<file path="src/rtl/ccbm_ram.sv">
// generic simple dual-port ram with registered read
`default_nettype none

module ccbm_ram #(
    parameter int WIDTH = 8,
    parameter int DEPTH = 16
) (
    input  wire                       i_clk,
    input  wire                       i_we,
    input  wire  [$clog2(DEPTH)-1:0]  i_waddr,
    input  wire  [WIDTH-1:0]          i_wdata,
    input  wire                       i_re,
    input  wire  [$clog2(DEPTH)-1:0]  i_raddr,
    output logic [WIDTH-1:0]          o_rdata
);

    logic [WIDTH-1:0] r_mem [DEPTH];
    logic [WIDTH-1:0] r_rdata;

    // write port and registered read port
    always_ff @(posedge i_clk) begin
        if (i_we) begin
            r_mem[i_waddr] <= i_wdata;
        end
        if (i_re) begin
            r_rdata <= r_mem[i_raddr];
        end
    end

    assign o_rdata = r_rdata;

endmodule

`default_nettype wire

</file>
<file path="config.mk">
export PLATFORM = sky130hd
export DESIGN_NAME = ccbm_ram
export DESIGN_NICKNAME = d
export VERILOG_FILES = /design/src/rtl/ccbm_ram.sv
export SDC_FILE = /design/constraint.sdc
export NUM_CORES = 1
export LEC_CHECK = 0
export BUFFER_PORTS_ARGS = -buffer_cell sky130_fd_sc_hd__buf_4
export CAP_MARGIN = 20
export CORE_ASPECT_RATIO = 0.7
export CORE_UTILIZATION = 60
export DETAILED_ROUTE_END_ITERATION = 12
export PLACE_DENSITY = 0.78
export SYNTH_ARGS = -nofsm -noshare
export SYNTH_HDL_FRONTEND = slang
export SYNTH_SLANG_ARGS = --single-unit
</file>
<file path="constraint.sdc">
create_clock -name i_clk -period 2.4 [get_ports i_clk]
set_input_delay 0.24 -clock i_clk [delete_from_list [all_inputs] [get_ports i_clk]]
set_output_delay 0.24 -clock i_clk [all_outputs]
set_load 0.01 [all_outputs]
</file>
==> impl_metrics.ini, run 1 <==
[floorplan]
dieArea_um2 = 9100
start_util_pct = 61.9
dieHeight_um = 80.1
die_w_um = 114
io_pins = 27
rows = 28
core_um2 = 8440

[pwr]
leakage_nw = 2.08
p_comb_share_pct = 4.9
p_sw_share_pct = 19.2
worst_ir_drop_vdd_mv = 0.618
clkPwrFrac_pct = 43.2
p_per_area_nw_per_um2 = 844
pwr-share-seq_pct = 51.9
p_sw_mw = 0.999
p_int_mw = 4.20

[worst_setup_path]
worstPathRequired_ns = 2.55
end_kind = register
critical_path_class = register to register
slowest_stage = mux4_1
crit_buf_inv = 0
cp_slowest_stage_delay_ns = 0.50
critical-path-top-delay-family = multiplexers
path_cells = mux4_1 > a22oi_1 > nand2_1
critical_path.max_fanout = 1
r2r_end = o_rdata[2]$_DFFE_PP_
cp.arrival_ns = 1.62
reg2reg_slack_ns = 0.94
cp-start-kind = register
r2r_cells = 3
r2r_start = r_mem[9][2]$_DFFE_PP_

[global_route]
grt_antenna_before_repair = 0
grt-busiest-layer = met2
first_global_vias = 2552
grt_max_degree = 33
grtUsageMet3_pct = 9.06
grt.met2_usage_pct = 35.9
grt_usage_pct = 24.8
gr-total-overflow = 0
grt_use_met1_pct = 35.0
grt_pass1_wl_mm = 14.9

[placement]
place_congestion = 0.718
port_buffers = 26
dp_hpwl_mm = 6.34
place_area_um2 = 5650

[drt]
num_vias = 2492
drt-pass1-iter-count = 4
drt-wirelength-per-cell_um = 23.6
detail-route-antenna-nets = 0
drt_iter0_drc = 211
drcViolationCount = 0
finalWirelength_mm = 9.81
via_per_inst = 6.00

[logic_synthesis]
muxShareOfSynthArea_pct = 14.8
ys_ff_latch = 136
yosysUniqueCellTypes = 18
synth_fa_ha_area_share_pct = 0
syn_area_per_cell_um2 = 22.8
synth_top_family_by_area = multiplexers
ys_warn_count = 0
ys_seq_area_share_pct = 78.1
yosys.area_share.simple_pct = 3.14
syn_inst = 229
synth-compound-area-share_pct = 2.30
syn-num-nets = 248
synth-xor-area-share_pct = 0
netlist_area_um2 = 5230

[timing]
rsz0062_at_grt = no
finalCriticalPeriod_ns = 1.46
worstMarginPinSlew_ns = 0.712
setup_viol = 0
finalSetupTns_ns = 0
finClkSkew_ns = 0.00841
hold_viol = 0
report.final.slew_viol_count = 0
fin_crit_sh_pct = 61.0
relSlewSlack_pct = 52.4
max_freq_ghz = 0.684

[cells_and_area]
syn_to_final_growth_pct = 17.7
drive_above_1_share_pct = 27.5
layout_commonest_cell = edfxtp_1
design_area_um2 = 6150
diodes = 0
final_util_pct = 72.9
final_nets = 301
final_cell_mix = edfxtp_1 (136), buf_4 (42), mux4_2 (18)

[clock_network]
cts_hold_buf = 0
cts-root-buf = clkbuf_16
htreeDepth = 4
path_clk_slew_ns = 0.05
cts_sinks = 136
clockBufferDepth = 2
post-cts-setup-buffer-count = 0
cts_resized = 0
cts_tree = built
cts_buffers = 17
clock_latency_ns = 0.41

[hold_path]
hold_end = o_rdata[5]$_DFFE_PP_
min_path_cells = 1
hold_path_class = input pin to register
hp-start = i_re

[job]
drv_cap = 0

[outcome]
status = completed
-- synth_stat cells (all sizes together) --
cell,instances,area (um2)
buf,7,56.3
and2,1,6.26
nand3b,2,15.0
nand2b,2,12.5
and2b,1,7.51
mux4,32,773
clkdlybuf4s25,3,30.0
nor2,13,48.8
nand2,9,33.8
nor2b,1,6.26
nand3,1,5.00
or3b,1,8.76
a22oi,16,120
edfxtp,136,4080
nor3,4,20.0
-- sequential cells by signal, indices dropped and copies added, names as in the netlist --
register,count
o_rdata,8
r_mem,128
-- layout make-up --
cell class,instances,area [um2]
Sequential cell,136,4080
Clock inverter,7,52.6
Multi-Input combinational cell,83,1060
Tap cell,120,150
Timing Repair Buffer,44,355
Clock buffer,25,455
Fill cell,499,2290
-- logic make-up after synthesis --
group                  count (synthesis)
AOI/OAI and AO/OA                     16
buffers and inverters                 10
DFF                                  136
muxes                                 32
and+or+nand+nor                       35
-- per-layer routing --
metal | share of wire, % | vias up
met5 | 0 | -
met2 | 48 | 98
met3 | 8.4 | 13
li1 | - | 1088
met4 | 1.4 | 0
met1 | 43 | 1293
-- power groups by stage --
stage          combinational, mW  clock (mW)  sequential (mW)
5_1_grt                    0.279        2.38             2.70
2_1_floorplan              0.135           0             2.74
4_1_cts                    0.261        2.28             2.70
6_report                   0.256        2.25             2.70
3_3_place_gp               0.251           0             2.74
3_5_place_dp               0.260           0             2.74
-- stage by stage --
stage	hold WS [ns]	instances	power, mW	setup WS (ns)
3_3_place_gp	0.543	383	2.99	0.536
3_5_place_dp	0.560	383	3.00	0.531
6_report	0.140	415	5.20	0.937
5_1_grt	0.134	415	5.35	0.841
4_1_cts	0.136	415	5.23	0.902
2_1_floorplan	0.339	229	2.88	0.667
-- worst max path at each step --
stage | start | end | cells after the start | slack, ns
final | r_mem[9][2]$_DFFE_PP_ | o_rdata[2]$_DFFE_PP_ | 3 | 0.94
after global routing | r_mem[9][2]$_DFFE_PP_ | o_rdata[2]$_DFFE_PP_ | 3 | 0.84
after CTS | r_mem[11][0]$_DFFE_PP_ | o_rdata[0]$_DFFE_PP_ | 3 | 0.90
after detailed placement | i_raddr[0] | o_rdata[4]$_DFFE_PP_ | 5 | 0.53
after global placement | i_raddr[0] | o_rdata[4]$_DFFE_PP_ | 5 | 0.54
after floorplan | i_waddr[2] | r_mem[0][0]$_DFFE_PP_ | 2 | 0.67
(Power assumes the default switching activity.)
==> run 2, diff against run 1 <==
- ABC_AREA: default -> 1
- CORE_UTILIZATION: 60 -> 61
- PLACE_DENSITY: 0.78 -> 0.79
- clock period: 2.4 -> 1.4 ns (I/O delays scaled with it)
==> run 2 against run 1 <==
Total power up 75%; highest routed layer unchanged; largest power group unchanged; sequential power grew 71%; count of clock-buffer cells in the layout is 7 lower; largest cell class unchanged; register-to-register slack worse by 0.70 ns.
==> impl_metrics.ini, run 2 <==
[timing]
report.final.slew_viol_count = 0
finClkSkew_ns = 0.00454
max_freq_ghz = 0.862
setup_viol = 0
finalCriticalPeriod_ns = 1.16
fin_crit_sh_pct = 82.9
rsz0062_at_grt = no
relSlewSlack_pct = 74.2
hold_viol = 0
hold-worst-slack_ns = 0.0362
finalSetupTns_ns = 0
worstMarginPinSlew_ns = 0.387

[clock_network]
cts_resized = 0
cts_sinks = 136
cts_hold_buf = 0
post-cts-setup-buffer-count = 0
path_clk_slew_ns = 0.05
cts-root-buf = clkbuf_16
cts_tree = built
clock_latency_ns = 0.41
htreeDepth = 4
cts_buffers = 17
clockBufferDepth = 2

[logic_synthesis]
ys_seq_area_share_pct = 69.8
synth_edf_count = 136
synth-compound-area-share_pct = 0
syn-num-nets = 570
synth_top_cell_by_area = edfxtp_1
yosysUniqueCellTypes = 11
async_reset_ff_share_pct = 0
syn_inst = 551
muxShareOfSynthArea_pct = 0
netlist_area_um2 = 5850
ys_warn_count = 0
synth_common_cells = nand2_1 (173), edfxtp_1 (136), inv_1 (100)
yosys.area_share.simple_pct = 20.8
synth.most_common_cell = nand2_1
synth_ff_type = edfxtp_1
synthTopCellsByArea = edfxtp_1 (70%), nand2_1 (11%), nand3_1 (8.3%)
synth-xor-area-share_pct = 0
syn_area_per_cell_um2 = 10.6
ys_ff_latch = 136
synth_top_family_by_area = simple AND/OR/NAND/NOR gates
synth_fa_ha_area_share_pct = 0
synth_top_area_share_pct = 69.8

[worst_setup_path]
path_cells = inv_1 > nand2_1 > nand3_1 > nand3_1 > nand3_1 > nand2_1
worstPathRequired_ns = 1.56
critical-path-top-delay-family = simple AND/OR/NAND/NOR gates
cp.arrival_ns = 1.32
cp-start-kind = register
crit_buf_inv = 1
critical_path.max_fanout = 1
end_kind = register
slowest_stage = edfxtp_1
path_common_cell = nand3_1
critical_path_class = register to register
cp_slowest_stage_delay_ns = 0.37

[global_route]
grt_pass1_wl_mm = 20.2
grt_max_degree = 65
grt_antenna_before_repair = 0
gr-total-overflow = 0
first_global_vias = 3695
grt_usage_pct = 28.5

[cells_and_area]
diodes = 0
final_util_pct = 73.8
nFillCells = 610
regMostFlops = r_mem
syn_to_final_growth_pct = 15.8
final_nets = 614
largest_reg_flops = 128
design_area_um2 = 6770
layout_commonest_cell = nand2_1
final_cell_mix = nand2_1 (173), edfxtp_1 (136), inv_1 (100)
drive_above_1_share_pct = 12.5

[drt]
drcViolationCount = 0
drt_iter0_drc = 565
met2_wirelength_mm = 5.67
drt-pass1-iter-count = 7
route.met3.wl_mm = 1.36
via_per_inst = 5.41
topRoutingLayerUsed = met4
num_vias = 3952
detail-route-antenna-nets = 0
wl_met1_mm = 5.71
drt-wirelength-per-cell_um = 17.7
finalWirelength_mm = 12.9

[job]
drv_cap = 0

[pwr]
worst_ir_drop_vdd_mv = 1.27
p_total_mw = 9.12
leakage_nw = 2.94
p_per_area_nw_per_um2 = 1350

[outcome]
status = completed

[hold_path]
hold_path_class = input pin to register

[floorplan]
die_w_um = 119
start_util_pct = 63.7
io_pins = 27
core_um2 = 9180
dieArea_um2 = 9990
dieHeight_um = 83.9
rows = 29

[placement]
port_buffers = 26
place_area_um2 = 6250
place_congestion = 0.872
dp_hpwl_mm = 7.85
==> run 2: final timing paths <==
path	start	end	slack, ns	cells after the start
worst max register to register	r_mem[7][6]$_DFFE_PP_	o_rdata[6]$_DFFE_PP_	0.24	6
worst min register to register	r_mem[6][7]$_DFFE_PP_	o_rdata[7]$_DFFE_PP_	0.75	6
worst min-delay path	i_re	o_rdata[2]$_DFFE_PP_	0.04	1
worst max-delay path	r_mem[7][6]$_DFFE_PP_	o_rdata[6]$_DFFE_PP_	0.24	6
==> run 2: area by class of cell <==
class,count,area [um2],share of cell area (%)
clock buffers,18,429,6.34
flip-flops and latches,136,4080,60.3
clock inverters,13,88.8,1.31
inverters,102,383,5.65
multi-input cells,289,1210,17.9
well taps,124,155,2.29
repair buffers,49,418,6.17
==> run 2: cell families (layout without fill, tap and decap cells) <==
kind of cell / Yosys count / in the layout
simple gates: 289 / 289
flops: 136 / 136
buf+inv: 126 / 182
==> run 2: per-layer routing <==
metal / vias to the layer above / track usage [%]
met5: - / 0
met4: 0 / 9.32
met3: 16 / 9.29
met2: 224 / 38.7
met1: 1842 / 43.2
li1: 1870 / -
==> run 2: power breakdown <==
group	total (mW)	switching (mW)	internal, mW
registers	4.62	0.0302	4.59
clock network	3.89	1.52	2.37
logic	0.602	0.402	0.199
total	9.12	1.95	7.16
==> run 2: metrics by stage <==
step / instances / setup WS [ns]
4_1_cts: 731 / 0.230
2_1_floorplan: 551 / 0.309
6_report: 731 / 0.240
3_3_place_gp: 700 / 0.135
5_1_grt: 731 / 0.179
3_5_place_dp: 700 / 0.0960
==> run 2: worst register-to-register path, stage by stage (launching register included) <==
cell	delay, ns
edfxtp_1	0.37
inv_1	0.06
nand2_1	0.04
nand3_1	0.08
nand3_1	0.13
nand3_1	0.15
nand2_1	0.08
==> run 3, diff against run 2 <==
- clock period: 1.4 -> 1.2 ns (I/O delays scaled with it)
==> run 3 against run 2 <==
Non-clock buffer count rose by 11; largest power group unchanged; final cell count up 1.6%; critical path depth decreased by 5; combinational power up 29%; largest cell class unchanged; via count up 4.6%; sequential cell count unchanged; worst hold slack better by 0.015 ns; first-iteration DRC count rose by 4.1%.
==> impl_metrics.ini, run 3 (synthesis gave the netlist of run 2 again) <==
[pwr]
p_per_area_nw_per_um2 = 1580
pwr-share-seq_pct = 49.0
p_total_mw = 11.0
p_sw_mw = 2.37
p_comb_share_pct = 7.0
clkPwrFrac_pct = 43.9
p_int_mw = 8.62
p_sw_share_pct = 21.6
leakage_nw = 3.04
worst_ir_drop_vdd_mv = 1.42

[timing]
finalSetupTns_ns = 0
relSlewSlack_pct = 79.4
worstMarginPinSlew_ns = 0.308
finClkSkew_ns = 0.00253
rsz0062_at_grt = yes
hold_viol = 0
hold-worst-slack_ns = 0.0513
fin_crit_sh_pct = 96.0
fin_ws_ns = 0.0483
setup_viol = 0
report.final.slew_viol_count = 0
finalCriticalPeriod_ns = 1.15
max_freq_ghz = 0.868

[drt]
detail-route-antenna-nets = 0
drt-pass1-iter-count = 5
num_vias = 4132
drt-wirelength-per-cell_um = 18.9
drt_iter0_drc = 588
drcViolationCount = 0
via_per_inst = 5.56
finalWirelength_mm = 14.1

[floorplan]
io_pins = 27
die_w_um = 119
dieHeight_um = 83.9
core_um2 = 9180
dieArea_um2 = 9990
rows = 29
start_util_pct = 63.7

[cells_and_area]
syn_to_final_growth_pct = 18.7
layout_commonest_cell = nand2_1
nFillCells = 577
drive_above_1_share_pct = 15.5
final_cell_mix = nand2_1 (173), edfxtp_1 (136), inv_1 (100)
final_nets = 625
diodes = 0
fin_cells = 743
largest_reg_flops = 128
regMostFlops = r_mem

[worst_setup_path]
crit_buf_inv = 1
cp.arrival_ns = 1.03
path_cells = buf_4
end_kind = primary output
slowest_stage = edfxtp_1
critical_path.max_fanout = 1
critical_path_class = register to primary output
worstPathRequired_ns = 1.08
critical-path-top-delay-family = flip-flops
cp-start-kind = register
cp_slowest_stage_delay_ns = 0.44

[placement]
dp_hpwl_mm = 8.59
dp_cells = 710
port_buffers = 26
dp_slack_ns = -0.172
place_congestion = 0.842

[global_route]
grt_pass1_wl_mm = 21.8
grt_max_degree = 42
gr-total-overflow = 0
grt_antenna_before_repair = 0
first_global_vias = 3980
grt_usage_pct = 30.8

[outcome]
status = completed

[clock_network]
htreeDepth = 4
clock_latency_ns = 0.41
cts_tree = built
cts-root-buf = clkbuf_16
path_clk_slew_ns = 0.05
cts_sinks = 136
clockBufferDepth = 2
cts_buffers = 17

[job]
drv_cap = 0

[hold_path]
hold_path_class = input pin to register
==> run 3: changes by cell type in the layout (fill, tap and decap cells not counted), sizes merged <==
cell and change:
buf +10, bufinv +1, clkbuf +2, clkinv -1
clkinvlp -1, dlygate4sd3 +1
==> run 3: final timing paths <==
path,startpoint,endpoint,slack (ns),cells after the start
setup / recovery,o_rdata[5]$_DFFE_PP_,o_rdata[5],0.05,1
hold reg to reg,r_mem[1][6]$_DFFE_PP_,o_rdata[6]$_DFFE_PP_,0.78,6
hold / removal,i_wdata[7],r_mem[13][7]$_DFFE_PP_,0.05,1
setup reg to reg,r_mem[15][1]$_DFFE_PP_,o_rdata[1]$_DFFE_PP_,0.05,6
==> run 3: metal layers <==
metal,wire (um),vias to the layer above,GRT usage (%)
met5,0,-,0
met4,245,0,10.5
met3,1780,31,10.7
met2,6450,279,44.7
met1,5600,1927,43.7
li1,-,1895,-
==> run 3: power groups by stage <==
stage	Sequential (mW)	Combinational, mW	Clock [mW]
finish	5.39	0.774	4.83
detailed placement	5.49	0.732	0
global placement	5.48	0.708	0
floorplan	5.49	0.375	0
global route	5.40	0.836	5.07
CTS	5.39	0.752	4.86
==> run 3: what timing repair did <==
item,4_1_cts,5_1_grt
hold buffers,1,0
endpoints found under the hold margin,8,0
resized for setup,0,9
buffers inserted,0,0
endpoints found under the setup margin,0,5
==> run 3: metrics by stage <==
stage	utilization, %	instance area (um2)
2_1_floorplan	-	5850
4_1_cts	75.1	6900
3_3_place_gp	69.1	6340
6_report	75.6	6940
3_5_place_dp	69.1	6340
5_1_grt	75.6	6940
==> run 3: area by class of cell <==
class / count / area, um2 / share of cell area [%]
Inverter: 102 / 383 / 5.52
Sequential cell: 136 / 4080 / 58.8
Multi-Input combinational cell: 289 / 1260 / 18.1
Clock buffer: 20 / 437 / 6.29
Tap cell: 124 / 155 / 2.24
Clock inverter: 12 / 109 / 1.57
Timing Repair Buffer: 60 / 515 / 7.43
