$ cat src/rtl/ccbm_pkg.sv
// shared types, codes and constants of the console bus decoder and bank mapper
`default_nettype none

package ccbm_pkg;

    // field widths
    localparam int KIND_W     = 3;
    localparam int ADDR_W     = 16;
    localparam int DATA_W     = 8;
    localparam int SLOT_W     = 3;
    localparam int BANK_W     = 8;
    localparam int TARGET_W   = 4;
    localparam int EXT_W      = 21;
    localparam int CNT_W      = 9;
    localparam int CFG_IDX_W  = 2;
    localparam int CFG_DATA_W = 9;

    typedef logic [KIND_W-1:0]   t_kind;
    typedef logic [ADDR_W-1:0]   t_addr;
    typedef logic [DATA_W-1:0]   t_data;
    typedef logic [SLOT_W-1:0]   t_slot;
    typedef logic [BANK_W-1:0]   t_bank;
    typedef logic [TARGET_W-1:0] t_target;
    typedef logic [EXT_W-1:0]    t_ext;
    typedef logic [CNT_W-1:0]    t_cnt;

    // item kinds
    localparam t_kind KIND_CPU_RD      = 3'd0;
    localparam t_kind KIND_CPU_WR      = 3'd1;
    localparam t_kind KIND_CHR_RD      = 3'd2;
    localparam t_kind KIND_CHR_WR      = 3'd3;
    localparam t_kind KIND_MAP_PRG     = 3'd4;
    localparam t_kind KIND_MAP_CHR_ROM = 3'd5;
    localparam t_kind KIND_MAP_CHR_RAM = 3'd6;
    localparam t_kind KIND_REINIT      = 3'd7;

    // result targets
    localparam t_target TGT_RAM      = 4'd0;
    localparam t_target TGT_IO       = 4'd1;
    localparam t_target TGT_NONE     = 4'd2;
    localparam t_target TGT_SRAM     = 4'd3;
    localparam t_target TGT_PRG_ROM  = 4'd4;
    localparam t_target TGT_MAPPER   = 4'd5;
    localparam t_target TGT_CHR_ROM  = 4'd6;
    localparam t_target TGT_CHR_RAM  = 4'd7;
    localparam t_target TGT_MAP_DONE = 4'd8;

    // configuration register indexes
    localparam logic [CFG_IDX_W-1:0] CFG_PRG_COUNT = 2'd0;
    localparam logic [CFG_IDX_W-1:0] CFG_CHR_COUNT = 2'd1;
    localparam logic [CFG_IDX_W-1:0] CFG_SRAM_EN   = 2'd2;
    localparam logic [CFG_IDX_W-1:0] CFG_MAPPER    = 2'd3;

    // configuration reset values
    localparam t_cnt RST_PRG_COUNT = 9'd4;
    localparam t_cnt RST_CHR_COUNT = 9'd8;

    // bus map boundaries
    localparam t_addr ADR_IO_LO  = 16'h2000;
    localparam t_addr ADR_IO_END = 16'h4020;
    localparam t_addr ADR_SRAM   = 16'h6000;
    localparam t_addr ADR_PRG    = 16'h8000;

    // bank limits
    localparam t_cnt MAX_PRG_BANKS = 9'd256;
    localparam t_cnt MAX_CHR_BANKS = 9'd256;
    localparam t_cnt CHR_RAM_BANKS = 9'd8;

    // window map memory: program windows at 0-3, pattern windows at 8-15
    localparam int PRG_WINDOWS = 4;
    localparam int CHR_WINDOWS = 8;
    localparam int MAP_DEPTH   = 16;
    localparam int MAP_AW      = 4;
    localparam int WIN_W       = 4;
    typedef logic [MAP_AW-1:0] t_map_addr;
    typedef logic [WIN_W-1:0]  t_win;
    localparam t_win LAST_WINDOW = t_win'(PRG_WINDOWS + CHR_WINDOWS - 1);

    // remainder unit
    localparam int DIV_BITS_PER_CYCLE = 2;
    localparam int DIV_STEPS          = BANK_W / DIV_BITS_PER_CYCLE;
    localparam int DIV_STEP_W         = $clog2(DIV_STEPS);

    typedef struct packed {
        logic  start;
        t_bank dividend;
        t_cnt  divisor;
    } t_div_req;

    typedef struct packed {
        logic  done;
        t_bank rem;
    } t_div_rsp;

    // one result word
    typedef struct packed {
        t_target target;
        t_ext    ext_addr;
        t_data   read_data;
        t_data   write_data;
        logic    is_write;
    } t_rsp;

endpackage

`default_nettype wire

$ cat src/rtl/ccbm_mod_unit.sv
// iterative remainder unit for bank reduction, two quotient bits per cycle
`default_nettype none

module ccbm_mod_unit (
    input  wire                     i_clk,
    input  wire                     i_rst_n,
    input  wire ccbm_pkg::t_div_req i_req,
    output ccbm_pkg::t_div_rsp      o_rsp
);

    logic                                r_busy;
    logic                                r_done;
    logic [ccbm_pkg::DIV_STEP_W-1:0]     r_step;
    ccbm_pkg::t_cnt                      r_rem;
    ccbm_pkg::t_bank                     r_dvd;
    ccbm_pkg::t_cnt                      r_dsr;
    ccbm_pkg::t_cnt                      n_rem;

    // one restoring step: shift in a dividend bit, subtract when it fits
    function automatic ccbm_pkg::t_cnt rem_step(ccbm_pkg::t_cnt rem, logic din,
                                                ccbm_pkg::t_cnt dsr);
        logic [ccbm_pkg::CNT_W:0] t;
        t = {rem, din};
        if (t >= {1'b0, dsr}) begin
            t = t - {1'b0, dsr};
        end
        return t[ccbm_pkg::CNT_W-1:0];
    endfunction

    // the steps of one cycle
    always_comb begin
        n_rem = r_rem;
        for (int k = 0; k < ccbm_pkg::DIV_BITS_PER_CYCLE; k++) begin
            n_rem = rem_step(n_rem, r_dvd[ccbm_pkg::BANK_W-1-k], r_dsr);
        end
    end

    // iteration control
    always_ff @(posedge i_clk) begin
        if (!i_rst_n) begin
            r_busy <= 1'b0;
            r_done <= 1'b0;
            r_step <= '0;
        end else begin
            r_done <= 1'b0;
            if (i_req.start) begin
                r_busy <= 1'b1;
                r_step <= '0;
                r_rem  <= '0;
                r_dvd  <= i_req.dividend;
                r_dsr  <= i_req.divisor;
            end else if (r_busy) begin
                r_rem  <= n_rem;
                r_dvd  <= r_dvd << ccbm_pkg::DIV_BITS_PER_CYCLE;
                r_step <= r_step + 1'b1;
                if (r_step == ccbm_pkg::DIV_STEP_W'(ccbm_pkg::DIV_STEPS - 1)) begin
                    r_busy <= 1'b0;
                    r_done <= 1'b1;
                end
            end
        end
    end

    assign o_rsp.done = r_done;
    assign o_rsp.rem  = r_rem[ccbm_pkg::BANK_W-1:0];

endmodule

`default_nettype wire

$ cat config.mk
export PLATFORM = sky130hd
export DESIGN_NAME = ccbm_mod_unit
export DESIGN_NICKNAME = d
export VERILOG_FILES = /design/src/rtl/ccbm_pkg.sv /design/src/rtl/ccbm_mod_unit.sv
export SDC_FILE = /design/constraint.sdc
export NUM_CORES = 1
export LEC_CHECK = 0
export BUFFER_PORTS_ARGS = -buffer_cell sky130_fd_sc_hd__buf_2
export CORE_AREA = 3 3 71 73
export DETAILED_ROUTE_END_ITERATION = 10
export DIE_AREA = 0 0 74 76
export GPL_TIMING_DRIVEN = 0
export PLACE_DENSITY = 0.78
export SLEW_MARGIN = 0
export SYNTH_ARGS = -nofsm -noshare
export SYNTH_HDL_FRONTEND = slang
export SYNTH_SLANG_ARGS = --single-unit
$ cat constraint.sdc
create_clock -name i_clk -period 5.39 [get_ports i_clk]
set_input_delay 0.539 -clock i_clk [delete_from_list [all_inputs] [get_ports i_clk]]
set_output_delay 0.539 -clock i_clk [all_outputs]
set_load 0.05 [all_outputs]
==> results of run 1 <==
## area by class of cell
cell class,instances,area (um^2),area share
Inverter,16,60.06,0.02423
Clock buffer,5,68.82,0.02776
Sequential cell,30,860.8,0.3473
Multi-Input combinational cell,149,1165,0.4700
Buffer,14,102.6,0.04139
Clock inverter,3,16.27,0.006562
Tap cell,52,65.06,0.02625
Timing Repair Buffer,28,140.1,0.05654
## layout by cell type (no fill, tap or decap), drive strengths merged, types with 2 or more instances in the layout
cell and instances:
inv 16, a21boi 4, nor4 2, nor2b 3, xor2 3, nand4 3
mux2 10, clkinv 2, a211oi 5, o21ai 4, xnor2 5, nor3 3
nand2 5, a21oi 9, ha 19, nor2 24, edfxtp 26, buf 40
a21o 4, dfxtp 4, mux2i 7, clkbuf 7, and2 3, nand3b 2
nand3 8, fa 2, nor3b 2, nand2b 4, o21a 4, o211ai 3
## state kept, by name, indices dropped and copies added, names as in the netlist
register / count
r_dsr: 9
r_rem: 9
r_dvd: 8
r_step: 2
r_busy: 1
r_done: 1
## cells in the mapped netlist, types with 5 or more instances
cell type  count
nand2_1        5
edfxtp_1      26
mux2i_1        7
xnor2_1        5
inv_1         16
mux2_2        10
nand3_1        8
nor2_1        24
a21oi_1        7
buf_4          9
ha_1          19
## worst reg2reg max path, cell delays in order, from the launching register on
cell and delay [ns]:
edfxtp_1 0.36, inv_1 0.09, ha_1 0.19, inv_1 0.06, fa_1 0.43, a211oi_2 0.25, o211ai_1 0.14, a21oi_1 0.24
buf_2 0.28, mux2_2 0.39, ha_1 0.36, a21oi_2 0.24, a21oi_2 0.08, o31a_1 0.30, a311o_2 0.39, buf_6 0.17
mux2i_1 0.15, nor2_1 0.06
## worst max path at each step
stage | start | endpoint | depth (start not counted)
after floorplan | r_dvd[7]$_DFFE_PP_ | r_rem[4]$_SDFFCE_PP0P_ | 17
after global placement | r_dvd[7]$_DFFE_PP_ | r_rem[4]$_SDFFCE_PP0P_ | 17
after detailed placement | r_dvd[7]$_DFFE_PP_ | r_rem[4]$_SDFFCE_PP0P_ | 17
after CTS | r_dvd[7]$_DFFE_PP_ | r_rem[4]$_SDFFCE_PP0P_ | 17
after global routing | r_dvd[7]$_DFFE_PP_ | r_rem[4]$_SDFFCE_PP0P_ | 17
final | r_dvd[7]$_DFFE_PP_ | r_rem[4]$_SDFFCE_PP0P_ | 17
## layer usage
layer | part of all wire | vias up | track usage
met4 | 0.017 | 0 | 0.05616
met5 | 0 | - | 0
li1 | - | 823 | -
met1 | 0.48 | 718 | 0.2260
met2 | 0.45 | 40 | 0.2535
met3 | 0.047 | 7 | 0.03298
## logic make-up (layout without fill, tap and decap cells)
family,Yosys count,after routing,share of synthesized area
and+or+nand+nor,62,62,0.1412
buffers and inverters,30,66,0.07433
adders and majority gates,21,21,0.1269
DFF,30,30,0.3934
AOI/OAI and AO/OA,41,41,0.1487
xor gates and xnor gates,8,8,0.03202
muxes,17,17,0.08348
## stage by stage
step | std cells | total power (W) | hold WS (ns) | setup WS (ns) | instance area (um^2)
2_1_floorplan | 209 | 0.001039 | 0.4599 | 1.410 | 2188
3_3_place_gp | 289 | 0.001178 | 0.4792 | 1.044 | 2394
3_5_place_dp | 289 | 0.001189 | 0.4956 | 0.9923 | 2394
4_1_cts | 297 | 0.001370 | 0.4156 | 0.9671 | 2479
5_1_grt | 297 | 0.001479 | 0.4114 | 0.6359 | 2479
6_report | 297 | 0.001368 | 0.4255 | 0.9564 | 2479
## power by group through the flow
| stage | Clock (W) | Combinational, W | Sequential, W |
|---|---|---|---|
| floorplan | 0 | 0.000715 | 0.000324 |
| global placement | 0 | 0.000846 | 0.000332 |
| detailed placement | 0 | 0.000856 | 0.000332 |
| CTS | 0.000179 | 0.000863 | 0.000327 |
| global route | 0.000190 | 0.000959 | 0.000331 |
| finish | 0.000176 | 0.000865 | 0.000327 |
==> qor.txt, run 1 <==
Worst endpoint required time -> 5.41 ns
Register share of total power -> 0.239
Period utilization -> 0.8226
Fin crit period -> 4.434 ns
Clock-pin slew on the worst setup and hold paths -> 0.07 ns
Cell Pwr Density -> 552.1 nW/um^2
First-pass GRT wire length -> 7.182 mm
# nets final -> 285
Vias per cell -> 5.347
Top post-synthesis cells by area -> edfxtp_1 36%, ha_1 11%, mux2_2 5.1%, nor2_1 4.1%, dfxtp_1 3.7%
Site row count -> 24
Post-DP HPWL -> 3.266 mm
CP Data Arrival Time -> 4.45 ns
Syn nets -> 250
Remaining Overflow, GRT -> 0
Asr flop ratio synth -> 0
Post-Route WL -> 4.127 mm
Iter 0 DRT Violations -> 53
Util after Layout -> 0.5615
# setup viols final -> 0
Post-Syn Area -> 2188 um^2
Slowest CP cell -> fa_1
Yosys warnings -> 0
Die Span Y -> 76 um
Routability Congestion -> 0.8270
Unique masters post-synth -> 47
Max Freq -> 225.6 MHz
Final hold violation count -> 0
Critical Path Source Type -> flop
Worst Setup Path Type -> reg2reg
VDD IR max -> 0.2941 mV
Critical Path Fanout Max -> 10
Initial antenna violation count -> 0
Avg Cell Area, Syn -> 10.47 um^2
Worst-Margin Slew -> 0.7866 ns
Max-slew headroom -> 0.4756
ANT nets after route -> 0
Hold Crit Depth -> 1
Slowest stage delay, CP -> 0.43 ns
TritonCTS clock tree -> built
R2R Path Start -> r_dvd[7]$_DFFE_PP_
Longest Clk Path Bufs -> 2
Avg WL per Cell -> 13.90 um
DRC viols -> 0
Int Power -> 0.0007746 W
Fraction of layout cells with a size suffix above 1 -> 0.2857
Clk Latency, worst-skew pair -> 0.29 ns
R2R setup slack -> 0.96 ns
IO Port Bufs -> 28
Sw Ratio -> 0.4340
Min-delay worst type -> in2reg
Register bit total from synthesis -> 30
RSZ-0062 raised after global routing -> no
Clk_skew -> 0.006480 ns
Post-CTS setup buffer count -> 0
Post-CTS sizing -> 0
Register area share after synthesis -> 0.3934
Clock Power Share -> 0.129
Fillcell total -> 401
Reg-to-reg endpoint -> r_rem[4]$_SDFFCE_PP0P_
Path depth of the worst reg2reg path -> 17
Root Buffer -> clkbuf_8
Max-cap viol count -> 0
Clock sink count -> 30
CTS Buf Count -> 5
Crit. End Element -> flop
Die Wd -> 74 um
Total track usage -> 0.1638
Worst hold start -> i_req[6]
IO Count -> 29
DR pass1 iterations -> 4
Synth Flop Type -> edfxtp_1
Pin count of the biggest net entering global routing -> 19
Buffers and inverters on the worst path -> 4
Number of diodes -> 0
Mapped Cells -> 209
Leakage power of the design -> 1.065 nW
Status -> completed
Hold-fix buffers, CTS -> 0
Post-synth EDFFs -> 26
Worst hold endpoint -> r_dsr[6]$_DFFE_PP_
Final TNS setup -> 0 ns
Crit path cell chain -> inv_1 > ha_1 > inv_1 > fa_1 > a211oi_2 > o211ai_1 > a21oi_1 > buf_2 > mux2_2 > ha_1 > a21oi_2 > a21oi_2 > o31a_1 > a311o_2 > buf_6 > mux2i_1 > nor2_1
Area growth, synth to finish -> 13.26%
Synth top area share -> 0.3568
Vias -> 1588
Core Region -> 4414 um^2
Initial Util -> 0.4957
Delay-heaviest family, CP -> compound AO/OA/AOI/OAI gates
Switching power -> 0.0005939 W
Number of global-route vias before repair -> 1589
Post-synth top area cell -> edfxtp_1
Die area -> 5624 um^2
Final slew viol count -> 0
Comb pwr share -> 0.632
H-tree levels -> 2
Note: power is estimated with default switching activity, not from simulation.
==> run 2, diff against run 1 <==
--- a/config.mk
+++ b/config.mk
@@ -10,7 +10,7 @@
 export DETAILED_ROUTE_END_ITERATION = 10
 export DIE_AREA = 0 0 74 76
 export GPL_TIMING_DRIVEN = 0
-export PLACE_DENSITY = 0.78
+export PLACE_DENSITY = 0.81
 export SLEW_MARGIN = 0
 export SYNTH_ARGS = -nofsm -noshare
 export SYNTH_HDL_FRONTEND = slang
==> constraint.sdc (replaced) <==
create_clock -name i_clk -period 3.8 [get_ports i_clk]
set_input_delay 0.38 -clock i_clk [delete_from_list [all_inputs] [get_ports i_clk]]
set_output_delay 0.38 -clock i_clk [all_outputs]
set_load 0.05 [all_outputs]
==> run 2 against run 1 <==
The run now ends with setup timing left. Clock skew is 0.0024 ns higher. Clock-buffer cell count is 2 higher. Setup slack worse by 1.1 ns. Wire length is 16% higher. Non-clock buffer count is 17 higher. Cell count is 5.4% higher. First-iteration DRC count is 42% higher. Cell area is 12% higher. Largest power group unchanged.
==> qor.txt, run 2 (synthesized netlist as in run 1, its figures left out) <==
Core Region -> 4414 um^2 (unchanged)
Die Span Y -> 76 um (unchanged)
Critical Path Sink -> r_rem[4]$_SDFFCE_PP0P_ (unchanged)
ANT nets after route -> 0 (unchanged)
Slowest stage delay, CP -> 0.42 ns (was 0.43 ns)
Leakage power of the design -> 1.172 nW (was 1.065 nW)
Vias -> 1743 (was 1588)
TritonCTS clock tree -> built (unchanged)
Crit path depth -> 17 (unchanged)
Clk_skew -> 0.008877 ns (was 0.006480 ns)
Final slew viol count -> 0 (unchanged)
Iter 0 DRT Violations -> 75 (was 53)
Number of diodes -> 0 (unchanged)
Root Buffer -> clkbuf_8 (unchanged)
Initial antenna violation count -> 0 (unchanged)
Final hold violation count -> 0 (unchanged)
Clk Latency, worst-skew pair -> 0.28 ns (was 0.29 ns)
Delay-heaviest family, CP -> compound AO/OA/AOI/OAI gates (unchanged)
Total track usage -> 0.1778 (was 0.1638)
Die Wd -> 74 um (unchanged)
CTS Buf Count -> 5 (unchanged)
DR pass1 iterations -> 4 (unchanged)
DP Area -> 2424 um^2 (was 2394 um^2)
Final WS setup -> -0.1624 ns (was 0.9564 ns)
Area growth, synth to finish -> 26.53% (was 13.26%)
Dpl ws -> -0.4568 ns (was 0.9923 ns)
Failing checks -> setup timing
Post-Route WL -> 4.789 mm (was 4.127 mm)
IO Port Bufs -> 28 (unchanged)
IO Count -> 29 (unchanged)
R2R setup slack -> -0.16 ns (was 0.96 ns)
Buffers and inverters on the worst path -> 4 (unchanged)
Vias per cell -> 5.569 (was 5.347)
Remaining Overflow, GRT -> 0 (unchanged)
R2R Path Start -> r_dvd[7]$_DFFE_PP_ (unchanged)
Longest Clk Path Bufs -> 2 (unchanged)
DRC viols -> 0 (unchanged)
Crit. End Element -> flop (unchanged)
Max Freq -> 252.4 MHz (was 225.6 MHz)
H-tree levels -> 2 (unchanged)
Path depth of the worst reg2reg path -> 17 (unchanged)
Clock sink count -> 30 (unchanged)
Routability Congestion -> 0.8792 (was 0.8270)
Hold-fix buffers, CTS -> 0 (unchanged)
Critical Path Fanout Max -> 5 (was 10)
Worst-Margin Slew -> 0.7810 ns (was 0.7866 ns)
Cell Pwr Density -> 834.2 nW/um^2 (was 552.1 nW/um^2)
Final Power -> 0.002310 W (was 0.001368 W)
Worst Setup Path Type -> reg2reg (unchanged)
First-pass GRT wire length -> 7.652 mm (was 7.182 mm)
Status -> complete, but fails checks (was completed)
Period utilization -> 1.043 (was 0.8226)
Post-DP HPWL -> 3.452 mm (was 3.266 mm)
Worst Setup SP -> r_dvd[7]$_DFFE_PP_ (unchanged)
Min-delay worst type -> in2reg (unchanged)
Clock-pin slew on the worst setup and hold paths -> 0.06 ns (was 0.07 ns)
Initial Util -> 0.4957 (unchanged)
CP Data Arrival Time -> 3.98 ns (was 4.45 ns)
Biggest regs -> r_dsr: 9 flops, r_rem: 9 flops, r_dvd: 8 flops (unchanged)
Final TNS setup -> -1.267 ns (was 0 ns)
Util after Layout -> 0.6273 (was 0.5615)
Fraction of layout cells with a size suffix above 1 -> 0.3985 (was 0.2857)
Most common cell after layout, fill and taps aside -> buf_2 (unchanged)
Critical Path Source Type -> flop (unchanged)
Slowest CP cell -> fa_2 (was fa_1)
Reg-to-reg endpoint -> r_rem[4]$_SDFFCE_PP0P_ (unchanged)
Pin count of the biggest net entering global routing -> 19 (unchanged)
# setup viols final -> 9 (was 0)
Worst endpoint required time -> 3.82 ns (was 5.41 ns)
Max-slew headroom -> 0.4793 (was 0.4756)
Most frequent cells in the layout -> 28 x buf_2, 26 x edfxtp_1, 24 x buf_4 (was 29 x buf_2, 26 x edfxtp_1, 24 x nor2_1)
Final Cell Area -> 2769 um^2 (was 2479 um^2)
# nets final -> 302 (was 285)
Crit path cell chain -> inv_2 > ha_4 > inv_2 > fa_2 > a211oi_4 > o211ai_1 > a21oi_2 > buf_6 > mux2_2 > ha_4 > a21oi_4 > a21oi_2 > o31a_1 > a311o_2 > buf_6 > mux2i_1 > nor2_1 (was inv_1 > ha_1 > inv_1 > fa_1 > a211oi_2 > o211ai_1 > a21oi_1 > buf_2 > mux2_2 > ha_1 > a21oi_2 > a21oi_2 > o31a_1 > a311o_2 > buf_6 > mux2i_1 > nor2_1)
VDD IR max -> 0.4998 mV (was 0.2941 mV)
Fin crit period -> 3.962 ns (was 4.434 ns)
Number of global-route vias before repair -> 1661 (was 1589)
Max-cap viol count -> 0 (unchanged)
Site row count -> 24 (unchanged)
Avg WL per Cell -> 15.30 um (was 13.90 um)
Die area -> 5624 um^2 (unchanged)
RSZ-0062 raised after global routing -> yes (was no)
==> run 2: final cells by class <==
cell class	count	area [um^2]
plain buffers	14	108.9
clock buffers	7	86.33
fillers	335	1645
inverters	16	60.06
multi-input cells	149	1313
flip-flops and latches	30	860.8
well taps	52	65.06
repair buffers	45	275.3
==> run 2: how the worst min path moves through the flow <==
stage,start,to,depth (start not counted)
floorplan,r_busy$_SDFF_PN0_,r_done$_SDFF_PP0_,2
global placement,r_step[1]$_SDFFE_PP0P_,r_step[1]$_SDFFE_PP0P_,2
detailed placement,r_busy$_SDFF_PN0_,r_done$_SDFF_PP0_,2
CTS,i_req[7],r_dsr[7]$_DFFE_PP_,1
global route,i_req[7],r_dsr[7]$_DFFE_PP_,1
finish,i_req[7],r_dsr[7]$_DFFE_PP_,1
==> run 2: timing repair <==
action | 4_1_cts | 5_1_grt
buffers inserted | 9 | 7
setup endpoints to repair | 9 | 9
gates resized for setup | 17 | 10
hold endpoints to repair | 0 | 0
gates cloned | 1 | 0
pin swaps | 5 | 12
==> run 2: through the flow <==
step	hold slack, ns	cells
after floorplan	0.4599	209
after global placement	0.4795	289
after detailed placement	0.4975	289
after CTS	0.2546	306
after global routing	0.2583	313
final	0.2707	313
==> run 2: per-layer routing <==
metal / vias up / global-route usage / wire length, um
li1: 860 / - / -
met1: 818 / 0.2233 / 2091
met2: 56 / 0.2819 / 2352
met3: 9 / 0.03694 / 252
met4: 0 / 0.09239 / 93
met5: - / 0 / 0
==> run 2: power breakdown <==
part           internal (W)  switching (W)  leakage (nW)  total, W
Sequential         0.000433      0.0000322         0.282  0.000466
Combinational      0.000785       0.000810         0.846   0.00160
Clock              0.000143       0.000106        0.0443  0.000249
